File: src/rtl/core/cpvp_pkg.sv
// Shared constants and types for the cascaded position/velocity PI servo block.
package cpvp_pkg;

  localparam int unsigned AXES      = 2;
  localparam int unsigned AXIS_W    = (AXES > 1) ? $clog2(AXES) : 1;
  localparam int unsigned DATA_W    = 32;
  localparam int unsigned LIMIT_W   = 31;
  localparam int unsigned CFG_IDX_W = 3;

  typedef logic signed [DATA_W-1:0] q16_t;
  typedef logic [LIMIT_W-1:0]       limit_t;

  typedef enum logic [CFG_IDX_W-1:0] {
    REG_COEF_A         = 3'd0,
    REG_COEF_B         = 3'd1,
    REG_COEF_C         = 3'd2,
    REG_COEF_D         = 3'd3,
    REG_POSITION_GAIN  = 3'd4,
    REG_VELOCITY_LIMIT = 3'd5,
    REG_CURRENT_LIMIT  = 3'd6
  } cfg_idx_e;

  localparam logic [LIMIT_W-1:0] LIMIT_RESET = {LIMIT_W{1'b1}};

endpackage

File: src/rtl/core/cpvp_if.sv
// Valid/ready channel interfaces: servo input item, servo result, register write.
interface cpvp_in_if import cpvp_pkg::*; ();
  logic                   valid;
  logic                   ready;
  logic                   action;
  logic                   axis;
  logic signed [DATA_W-1:0] position_ref;
  logic signed [DATA_W-1:0] position_meas;
  logic signed [DATA_W-1:0] velocity_ref;
  logic signed [DATA_W-1:0] velocity_meas;

  modport source (output valid, action, axis, position_ref, position_meas,
                  velocity_ref, velocity_meas, input ready);
  modport sink   (input valid, action, axis, position_ref, position_meas,
                  velocity_ref, velocity_meas, output ready);
endinterface

interface cpvp_out_if import cpvp_pkg::*; ();
  logic                   valid;
  logic                   ready;
  logic signed [DATA_W-1:0] current_cmd;
  logic                   current_clamped;

  modport source (output valid, current_cmd, current_clamped, input ready);
  modport sink   (input valid, current_cmd, current_clamped, output ready);
endinterface

interface cpvp_cfg_if import cpvp_pkg::*; ();
  logic                 valid;
  logic                 ready;
  logic [CFG_IDX_W-1:0] index;
  logic [DATA_W-1:0]    data;

  modport source (output valid, index, data, input ready);
  modport sink   (input valid, index, data, output ready);
endinterface

File: src/rtl/core/cascade_position_velocity_pi.sv
// Cascaded position/velocity PI servo step, Q16.16, one shared multiplier and adder.
//
// Channels: in_i takes one servo item (mode, axis, references, measurements),
// out_o returns one current command plus a clamp flag per item, cfg_i writes
// the coefficient and limit registers (always ready, unknown indexes ignored).
// All are valid/ready; a transaction completes when both are high at a clock edge.
// The user must write registers only while no item is in flight; the block does not enforce this.
//
// One item runs through a ten-step sequencer that reuses a single 32x32 signed
// multiplier (product registered) and a single saturating adder. in_i.ready is
// high only in the idle state, so a new item is taken only after the last one
// has left the final step.
// The result sits in an output register: the next item may be accepted while
// it waits. If the receiver still stalls when the next result is finished,
// the sequencer holds in its last step until the register frees up.
//
// Reset (rst_ni low, asynchronous) clears the per-axis PI states to zero, the
// coefficients to zero and both limits to their maximum, and drops out_o.valid.
module cascade_position_velocity_pi import cpvp_pkg::*; (
  input  logic        clk_i,
  input  logic        rst_ni,
  cpvp_in_if.sink     in_i,
  cpvp_out_if.source  out_o,
  cpvp_cfg_if.sink    cfg_i
);

  typedef enum logic [10:0] {
    ST_IDLE = 11'b000_0000_0001,
    ST_ERRP = 11'b000_0000_0010,
    ST_MULG = 11'b000_0000_0100,
    ST_VCLP = 11'b000_0000_1000,
    ST_ERRV = 11'b000_0001_0000,
    ST_MULC = 11'b000_0010_0000,
    ST_MULD = 11'b000_0100_0000,
    ST_SUMO = 11'b000_1000_0000,
    ST_MULB = 11'b001_0000_0000,
    ST_SUMX = 11'b010_0000_0000,
    ST_DONE = 11'b100_0000_0000
  } state_e;

  function automatic q16_t sat_shift(input logic signed [2*DATA_W-1:0] p);
    logic [16:0] hi;
    hi = p[2*DATA_W-1:47];
    if (&hi || ~|hi) return p[47:16];
    else if (p[2*DATA_W-1]) return {1'b1, {(DATA_W-1){1'b0}}};
    else return {1'b0, {(DATA_W-1){1'b1}}};
  endfunction

  // clamp to +/- lim, flag when the limit acts
  function automatic logic [DATA_W:0] clamp_sym(input q16_t v, input limit_t lim);
    logic signed [DATA_W:0] vw, lp, ln;
    vw = {v[DATA_W-1], v};
    lp = {2'b00, lim};
    ln = -lp;
    if (vw > lp) return {1'b1, lp[DATA_W-1:0]};
    else if (vw < ln) return {1'b1, ln[DATA_W-1:0]};
    else return {1'b0, v};
  endfunction

  state_e state_q, state_d;

  q16_t   coef_a_q, coef_b_q, coef_c_q, coef_d_q, gain_q;
  limit_t vlim_q, ilim_q;
  q16_t   pi_state_q [AXES];

  logic              action_q;
  logic [AXIS_W-1:0] axis_q;
  q16_t              pref_q, pmeas_q, vref_in_q, vmeas_q;
  q16_t              x_q, acc_q, err_q, t_q, cur_q;
  logic signed [2*DATA_W-1:0] prod_q;

  logic              out_valid_q;
  q16_t              out_cmd_q;
  logic              out_clamped_q;

  logic              in_acc, cfg_acc, out_free;
  logic [AXIS_W-1:0] axis_idx;

  // shared units
  q16_t                   mul_a, mul_b;
  logic signed [2*DATA_W-1:0] mul_p;
  q16_t                   add_a, add_b, add_y;
  logic                   add_sub;
  logic signed [DATA_W:0] add_w;
  q16_t                   prod_sh;
  logic [DATA_W:0]        vclamp, iclamp;

  assign in_i.ready  = (state_q == ST_IDLE);
  assign cfg_i.ready = 1'b1;
  assign in_acc      = in_i.valid && in_i.ready;
  assign cfg_acc     = cfg_i.valid && cfg_i.ready;
  assign out_free    = !out_valid_q || out_o.ready;

  assign out_o.valid           = out_valid_q;
  assign out_o.current_cmd     = out_cmd_q;
  assign out_o.current_clamped = out_clamped_q;

  always_comb begin
    if (AXES > 1) axis_idx = AXIS_W'(in_i.axis);
    else axis_idx = '0;
  end

  always_comb begin
    unique case (state_q)
      ST_MULG: begin mul_a = gain_q;   mul_b = acc_q; end
      ST_MULC: begin mul_a = coef_c_q; mul_b = x_q;   end
      ST_MULD: begin mul_a = coef_d_q; mul_b = err_q; end
      ST_SUMO: begin mul_a = coef_a_q; mul_b = x_q;   end
      default: begin mul_a = coef_b_q; mul_b = err_q; end
    endcase
  end
  // operands sign-extended to the product width
  assign mul_p   = (2*DATA_W)'(mul_a) * (2*DATA_W)'(mul_b);
  assign prod_sh = sat_shift(prod_q);

  always_comb begin
    unique case (state_q)
      ST_ERRP: begin add_a = pref_q; add_b = pmeas_q; add_sub = 1'b1; end
      ST_ERRV: begin add_a = acc_q;  add_b = vmeas_q; add_sub = 1'b1; end
      default: begin add_a = t_q;    add_b = prod_sh; add_sub = 1'b0; end
    endcase
  end

  always_comb begin
    if (add_sub) add_w = {add_a[DATA_W-1], add_a} - {add_b[DATA_W-1], add_b};
    else add_w = {add_a[DATA_W-1], add_a} + {add_b[DATA_W-1], add_b};
    if (add_w[DATA_W] != add_w[DATA_W-1])
      add_y = add_w[DATA_W] ? {1'b1, {(DATA_W-1){1'b0}}} : {1'b0, {(DATA_W-1){1'b1}}};
    else
      add_y = add_w[DATA_W-1:0];
  end

  assign vclamp = clamp_sym(action_q ? vref_in_q : prod_sh, vlim_q);
  assign iclamp = clamp_sym(cur_q, ilim_q);

  always_comb begin
    state_d = state_q;
    unique case (state_q)
      ST_IDLE: if (in_acc) state_d = ST_ERRP;
      ST_ERRP: state_d = ST_MULG;
      ST_MULG: state_d = ST_VCLP;
      ST_VCLP: state_d = ST_ERRV;
      ST_ERRV: state_d = ST_MULC;
      ST_MULC: state_d = ST_MULD;
      ST_MULD: state_d = ST_SUMO;
      ST_SUMO: state_d = ST_MULB;
      ST_MULB: state_d = ST_SUMX;
      ST_SUMX: state_d = ST_DONE;
      ST_DONE: if (out_free) state_d = ST_IDLE;
      default: state_d = ST_IDLE;
    endcase
  end

  always_ff @(posedge clk_i or negedge rst_ni) begin
    if (!rst_ni) begin
      state_q <= ST_IDLE;
    end else begin
      state_q <= state_d;
    end
  end

  // configuration registers
  always_ff @(posedge clk_i or negedge rst_ni) begin
    if (!rst_ni) begin
      coef_a_q <= '0;
      coef_b_q <= '0;
      coef_c_q <= '0;
      coef_d_q <= '0;
      gain_q   <= '0;
      vlim_q   <= LIMIT_RESET;
      ilim_q   <= LIMIT_RESET;
    end else if (cfg_acc) begin
      unique case (cfg_i.index)
        REG_COEF_A:         coef_a_q <= cfg_i.data;
        REG_COEF_B:         coef_b_q <= cfg_i.data;
        REG_COEF_C:         coef_c_q <= cfg_i.data;
        REG_COEF_D:         coef_d_q <= cfg_i.data;
        REG_POSITION_GAIN:  gain_q   <= cfg_i.data;
        REG_VELOCITY_LIMIT: vlim_q   <= cfg_i.data[LIMIT_W-1:0];
        REG_CURRENT_LIMIT:  ilim_q   <= cfg_i.data[LIMIT_W-1:0];
        default: ;
      endcase
    end
  end

  // per-axis PI state
  always_ff @(posedge clk_i or negedge rst_ni) begin
    if (!rst_ni) begin
      for (int i = 0; i < AXES; i++) pi_state_q[i] <= '0;
    end else if (state_q == ST_SUMX) begin
      pi_state_q[axis_q] <= add_y;
    end
  end

  // datapath registers
  always_ff @(posedge clk_i) begin
    if (in_acc) begin
      action_q  <= in_i.action;
      axis_q    <= axis_idx;
      pref_q    <= in_i.position_ref;
      pmeas_q   <= in_i.position_meas;
      vref_in_q <= in_i.velocity_ref;
      vmeas_q   <= in_i.velocity_meas;
      x_q       <= pi_state_q[axis_idx];
    end
    unique case (state_q)
      ST_ERRP: acc_q <= add_y;
      ST_MULG: prod_q <= mul_p;
      ST_VCLP: acc_q <= vclamp[DATA_W-1:0];
      ST_ERRV: err_q <= add_y;
      ST_MULC: prod_q <= mul_p;
      ST_MULD: begin
        t_q    <= prod_sh;
        prod_q <= mul_p;
      end
      ST_SUMO: begin
        cur_q  <= add_y;
        prod_q <= mul_p;
      end
      ST_MULB: begin
        t_q    <= prod_sh;
        prod_q <= mul_p;
      end
      default: ;
    endcase
  end

  // output register
  always_ff @(posedge clk_i or negedge rst_ni) begin
    if (!rst_ni) begin
      out_valid_q <= 1'b0;
    end else if (state_q == ST_DONE && out_free) begin
      out_valid_q <= 1'b1;
    end else if (out_o.ready) begin
      out_valid_q <= 1'b0;
    end
  end

  always_ff @(posedge clk_i) begin
    if (state_q == ST_DONE && out_free) begin
      out_cmd_q     <= iclamp[DATA_W-1:0];
      out_clamped_q <= iclamp[DATA_W];
    end
  end

endmodule

File: src/flat_wrapper.sv
// flat-port wrapper written by rule: the top's interface ports become plain ports
module cascade_position_velocity_pi_flat import cpvp_pkg::*;
  (clk_i, rst_ni, in_i_valid, in_i_action, in_i_axis, in_i_position_ref, in_i_position_meas, in_i_velocity_ref, in_i_velocity_meas, in_i_ready, out_o_valid, out_o_current_cmd, out_o_current_clamped, out_o_ready, cfg_i_valid, cfg_i_index, cfg_i_data, cfg_i_ready);
  cpvp_in_if in_i_i ();
  cpvp_out_if out_o_i ();
  cpvp_cfg_if cfg_i_i ();
  input  logic clk_i;
  input  logic rst_ni;
  input wire logic [$bits(in_i_i.valid)-1:0] in_i_valid;
  input wire logic [$bits(in_i_i.action)-1:0] in_i_action;
  input wire logic [$bits(in_i_i.axis)-1:0] in_i_axis;
  input wire logic [$bits(in_i_i.position_ref)-1:0] in_i_position_ref;
  input wire logic [$bits(in_i_i.position_meas)-1:0] in_i_position_meas;
  input wire logic [$bits(in_i_i.velocity_ref)-1:0] in_i_velocity_ref;
  input wire logic [$bits(in_i_i.velocity_meas)-1:0] in_i_velocity_meas;
  output wire logic [$bits(in_i_i.ready)-1:0] in_i_ready;
  output wire logic [$bits(out_o_i.valid)-1:0] out_o_valid;
  output wire logic [$bits(out_o_i.current_cmd)-1:0] out_o_current_cmd;
  output wire logic [$bits(out_o_i.current_clamped)-1:0] out_o_current_clamped;
  input wire logic [$bits(out_o_i.ready)-1:0] out_o_ready;
  input wire logic [$bits(cfg_i_i.valid)-1:0] cfg_i_valid;
  input wire logic [$bits(cfg_i_i.index)-1:0] cfg_i_index;
  input wire logic [$bits(cfg_i_i.data)-1:0] cfg_i_data;
  output wire logic [$bits(cfg_i_i.ready)-1:0] cfg_i_ready;
  assign in_i_i.valid = in_i_valid;
  assign in_i_i.action = in_i_action;
  assign in_i_i.axis = in_i_axis;
  assign in_i_i.position_ref = in_i_position_ref;
  assign in_i_i.position_meas = in_i_position_meas;
  assign in_i_i.velocity_ref = in_i_velocity_ref;
  assign in_i_i.velocity_meas = in_i_velocity_meas;
  assign in_i_ready = in_i_i.ready;
  assign out_o_valid = out_o_i.valid;
  assign out_o_current_cmd = out_o_i.current_cmd;
  assign out_o_current_clamped = out_o_i.current_clamped;
  assign out_o_i.ready = out_o_ready;
  assign cfg_i_i.valid = cfg_i_valid;
  assign cfg_i_i.index = cfg_i_index;
  assign cfg_i_i.data = cfg_i_data;
  assign cfg_i_ready = cfg_i_i.ready;
  cascade_position_velocity_pi u_core (.clk_i(clk_i), .rst_ni(rst_ni), .in_i(in_i_i), .out_o(out_o_i), .cfg_i(cfg_i_i));
endmodule
File: config.mk
export PLATFORM = sky130hd
export DESIGN_NAME = cascade_position_velocity_pi_flat
export DESIGN_NICKNAME = d
export VERILOG_FILES = /design/src/rtl/core/cpvp_pkg.sv /design/src/rtl/core/cpvp_if.sv /design/src/rtl/core/cascade_position_velocity_pi.sv /design/src/flat_wrapper.sv
export SDC_FILE = /design/constraint.sdc
export NUM_CORES = 2
export LEC_CHECK = 0
export BUFFER_PORTS_ARGS = -buffer_cell sky130_fd_sc_hd__buf_2
export CAP_MARGIN = 20
export CORE_ASPECT_RATIO = 1.4
export CORE_UTILIZATION = 54
export CTS_CLUSTER_DIAMETER = 30
export DETAILED_ROUTE_END_ITERATION = 10
export GPL_ROUTABILITY_DRIVEN = 0
export PLACE_DENSITY_LB_ADDON = 0.3
export SKIP_CTS_REPAIR_TIMING = 1
export SYNTH_ARGS = -nofsm -noshare
export SYNTH_HDL_FRONTEND = slang
export SYNTH_SLANG_ARGS = --single-unit
File: constraint.sdc
create_clock -name clk_i -period 27.9 [get_ports clk_i]
set_input_delay 5.58 -clock clk_i [delete_from_list [all_inputs] [get_ports clk_i]]
set_output_delay 5.58 -clock clk_i [all_outputs]
set_load 0.01 [all_outputs]
==> results.cfg <==
[finish]
postLayoutCoreUtil_pct = 59.9
fin_area_um2 = 76300
layout-drive-gt1-share_pct = 15.1
reg_top3 = u_core.pi_state_q: 64 flops, u_core.prod_q: 48 flops
nets = 8405
layout_common_cells = 1109 x inv_1, 1082 x fa_1, 767 x nand2_1, 652 x nor2_1, 371 x edfxtp_1
largest_reg_flops = 64
regMostFlops = u_core.pi_state_q
area_growth_syn_to_layout_pct = 10.0
final_common_cell = inv_1
fillerInstances = 10400

[sta]
period_share_pct = 41.9
grt_setup_unrepaired = false
fin_skew_ns = 0.0898
setup_viol = 0
fin_ws_ns = 16.21
relSlewSlack_pct = 15.7
worstMarginPinSlew_ns = 1.26
max_freq_mhz = 85.6
fin_tns_setup_ns = 0
hold_violations = 0
period_minus_slack_ns = 11.69
finalMaxSlewViolations = 0

[yosys]
ys_warn_count = 0
syn_area_um2 = 69400
synth-async-reset-ratio_pct = 44.5
synth_seq_cells = 669
synth_nets = 8287
ys.flop_type = edfxtp_1
synth_area_leaders = fa_1 31%, edfxtp_1 16%, dfrtp_1 8.5%
yosysSeqAreaShare_pct = 26.9
synth_cell_type_count = 98
syn_inst = 6694
avgSynthCellArea_um2 = 10.4
synth_top_area_share_pct = 31.2
synth_top_area_cell = fa_1
synth-edff-count = 371

[run]
cap_violations = 0

[placed_design]
hpwl_mm = 179
place_ws_ns = 16.46
portBuffers = 204
placed_area_um2 = 72500

[floorplan]
die_height_um = 426
num_rows = 155
die_area_um2 = 130000
initial_utilization_pct = 54.4
core_area_um2 = 127000
io_pins = 206
die-width_um = 305

[routing]
drc = 0
wire_per_inst_um = 27.7
met1_length_mm = 74.5
wl_met2_mm = 109
drt-total-wl_mm = 237
dr_wl_met3_mm = 24.6
ant_nets = 0
viasPerCell = 6.20
dr.pass1.iters = 9
drt_iter0_drc = 5255
top_layer = met5
num_vias = 53100

[critical_path]
crit_type = reg -> reg
worstPathArrival_ns = 12.14
crit_path_top_delay_cell = a211oi_1
cp_max_fo = 50
max_stage_delay_ns = 0.94
crit_path_end_kind = register
cp_common_cell = fa_1
critical_path_buf_inv_count = 5
cpLargestDelayFamily = compound AO/OA/AOI/OAI gates
cp.required_ns = 28.35
cp-start-kind = register

[global_routing]
grt_pass1_vias = 56300
grt_max_degree = 83
grt.total_usage_pct = 37.5
antenna_found_initial = 31
gr-total-overflow = 0
grt_pass1_wl_mm = 352

[run_status]
outcome = finished clean

[clocking]
cts-root-buf = clkbuf_16
cts_tree = yes
cts-buffers-inserted = 105
path_clk_slew_ns = 0.06
clock_sinks = 669
clk_latency_ns = 0.79
htree_num_levels = 3
clockBufferDepth = 3

[hold_path]
hp-class = reg -> reg
-- cell families (layout without fill, tap and decap cells) --
group,Yosys count,count (layout),synth area share [%]
buffers and inverters,1442,1653,7.84
AND/OR/NAND/NOR,1840,1840,11.6
AO/OA/AOI/OAI,727,727,7.37
XOR/XNOR,165,165,2.08
multiplexers,396,396,6.31
other,1,15,0.00541
adder cells (fa/ha/maj),1454,1454,37.9
flip-flops,669,669,26.9
-- cell type report --
cell class              instances  area [µm²]  area share [%]
flip-flops and latches        669       18700            24.5
inverters                    1114        4180            5.48
well taps                    1648        2060            2.70
diodes                         14        35.0          0.0459
clock inverters                82         988            1.30
multi-input cells            4583       45500            59.7
clock buffers                 118        2710            3.55
repair buffers                339        2120            2.78
-- cell usage after synthesis (31+ instances only) --
library cell and n:
dfrtp_1 235, dfstp_2 63, a21oi_1 149, buf_1 36, a22o_1 32, edfxtp_1 371, nor2_1 655, nor3_1 41
inv_1 1109, and2_1 34, o21ai_0 98, a22oi_1 40, mux2i_1 64, a21o_1 89, mux2_2 332, o21a_1 31
fa_1 1082, and3_1 46, nand2_1 769, xor2_1 41, ha_1 341, nand4_1 48, clkbuf_1 282, nand3_1 73
nor2b_1 36, o21ai_1 31, xnor2_1 124
-- routing by layer --
layer,vias up,track usage (%)
met5,-,0.258
li1,21900,-
met1,26700,39.5
met3,1317,10.3
met2,3254,59.7
met4,14,37.7
-- worst paths after layout --
path                                                    from  cells after the start                                 to  slack, ns
min reg2reg                u_core.pi_state_q[32]$_DFFE_PN0P_                      2  u_core.pi_state_q[32]$_DFFE_PN0P_       0.48
min in group asynchronous                             rst_ni                      1  u_core.pi_state_q[58]$_DFFE_PN0P_       4.84
max                            u_core.state_q[7]$_DFFE_PN0P_                     31        u_core.prod_q[63]$_DFFE_PP_      16.21
max in group asynchronous                             rst_ni                      4     u_core.coef_b_q[6]$_DFFE_PN0P_      21.29
min                        u_core.pi_state_q[32]$_DFFE_PN0P_                      2  u_core.pi_state_q[32]$_DFFE_PN0P_       0.48
max reg2reg                    u_core.state_q[7]$_DFFE_PN0P_                     31        u_core.prod_q[63]$_DFFE_PP_      16.21
-- through the flow --
step / hold slack, ns / std cells
2_1_floorplan: 0.444 / 6694
3_3_place_gp: 0.458 / 8348
3_5_place_dp: 0.470 / 8349
4_1_cts: 0.483 / 8549
5_1_grt: 0.508 / 8558
6_report: 0.479 / 8567
-- tightest hold or removal path, stage by stage (launching register included) --
cell     delay [ns]
dfrtp_1        0.34
nand2_1        0.04
o21ai_0        0.06
Power is left out: the tool's default activity adds up to more than one toggle a clock period on the data nets, which glitch-free logic cannot reach.
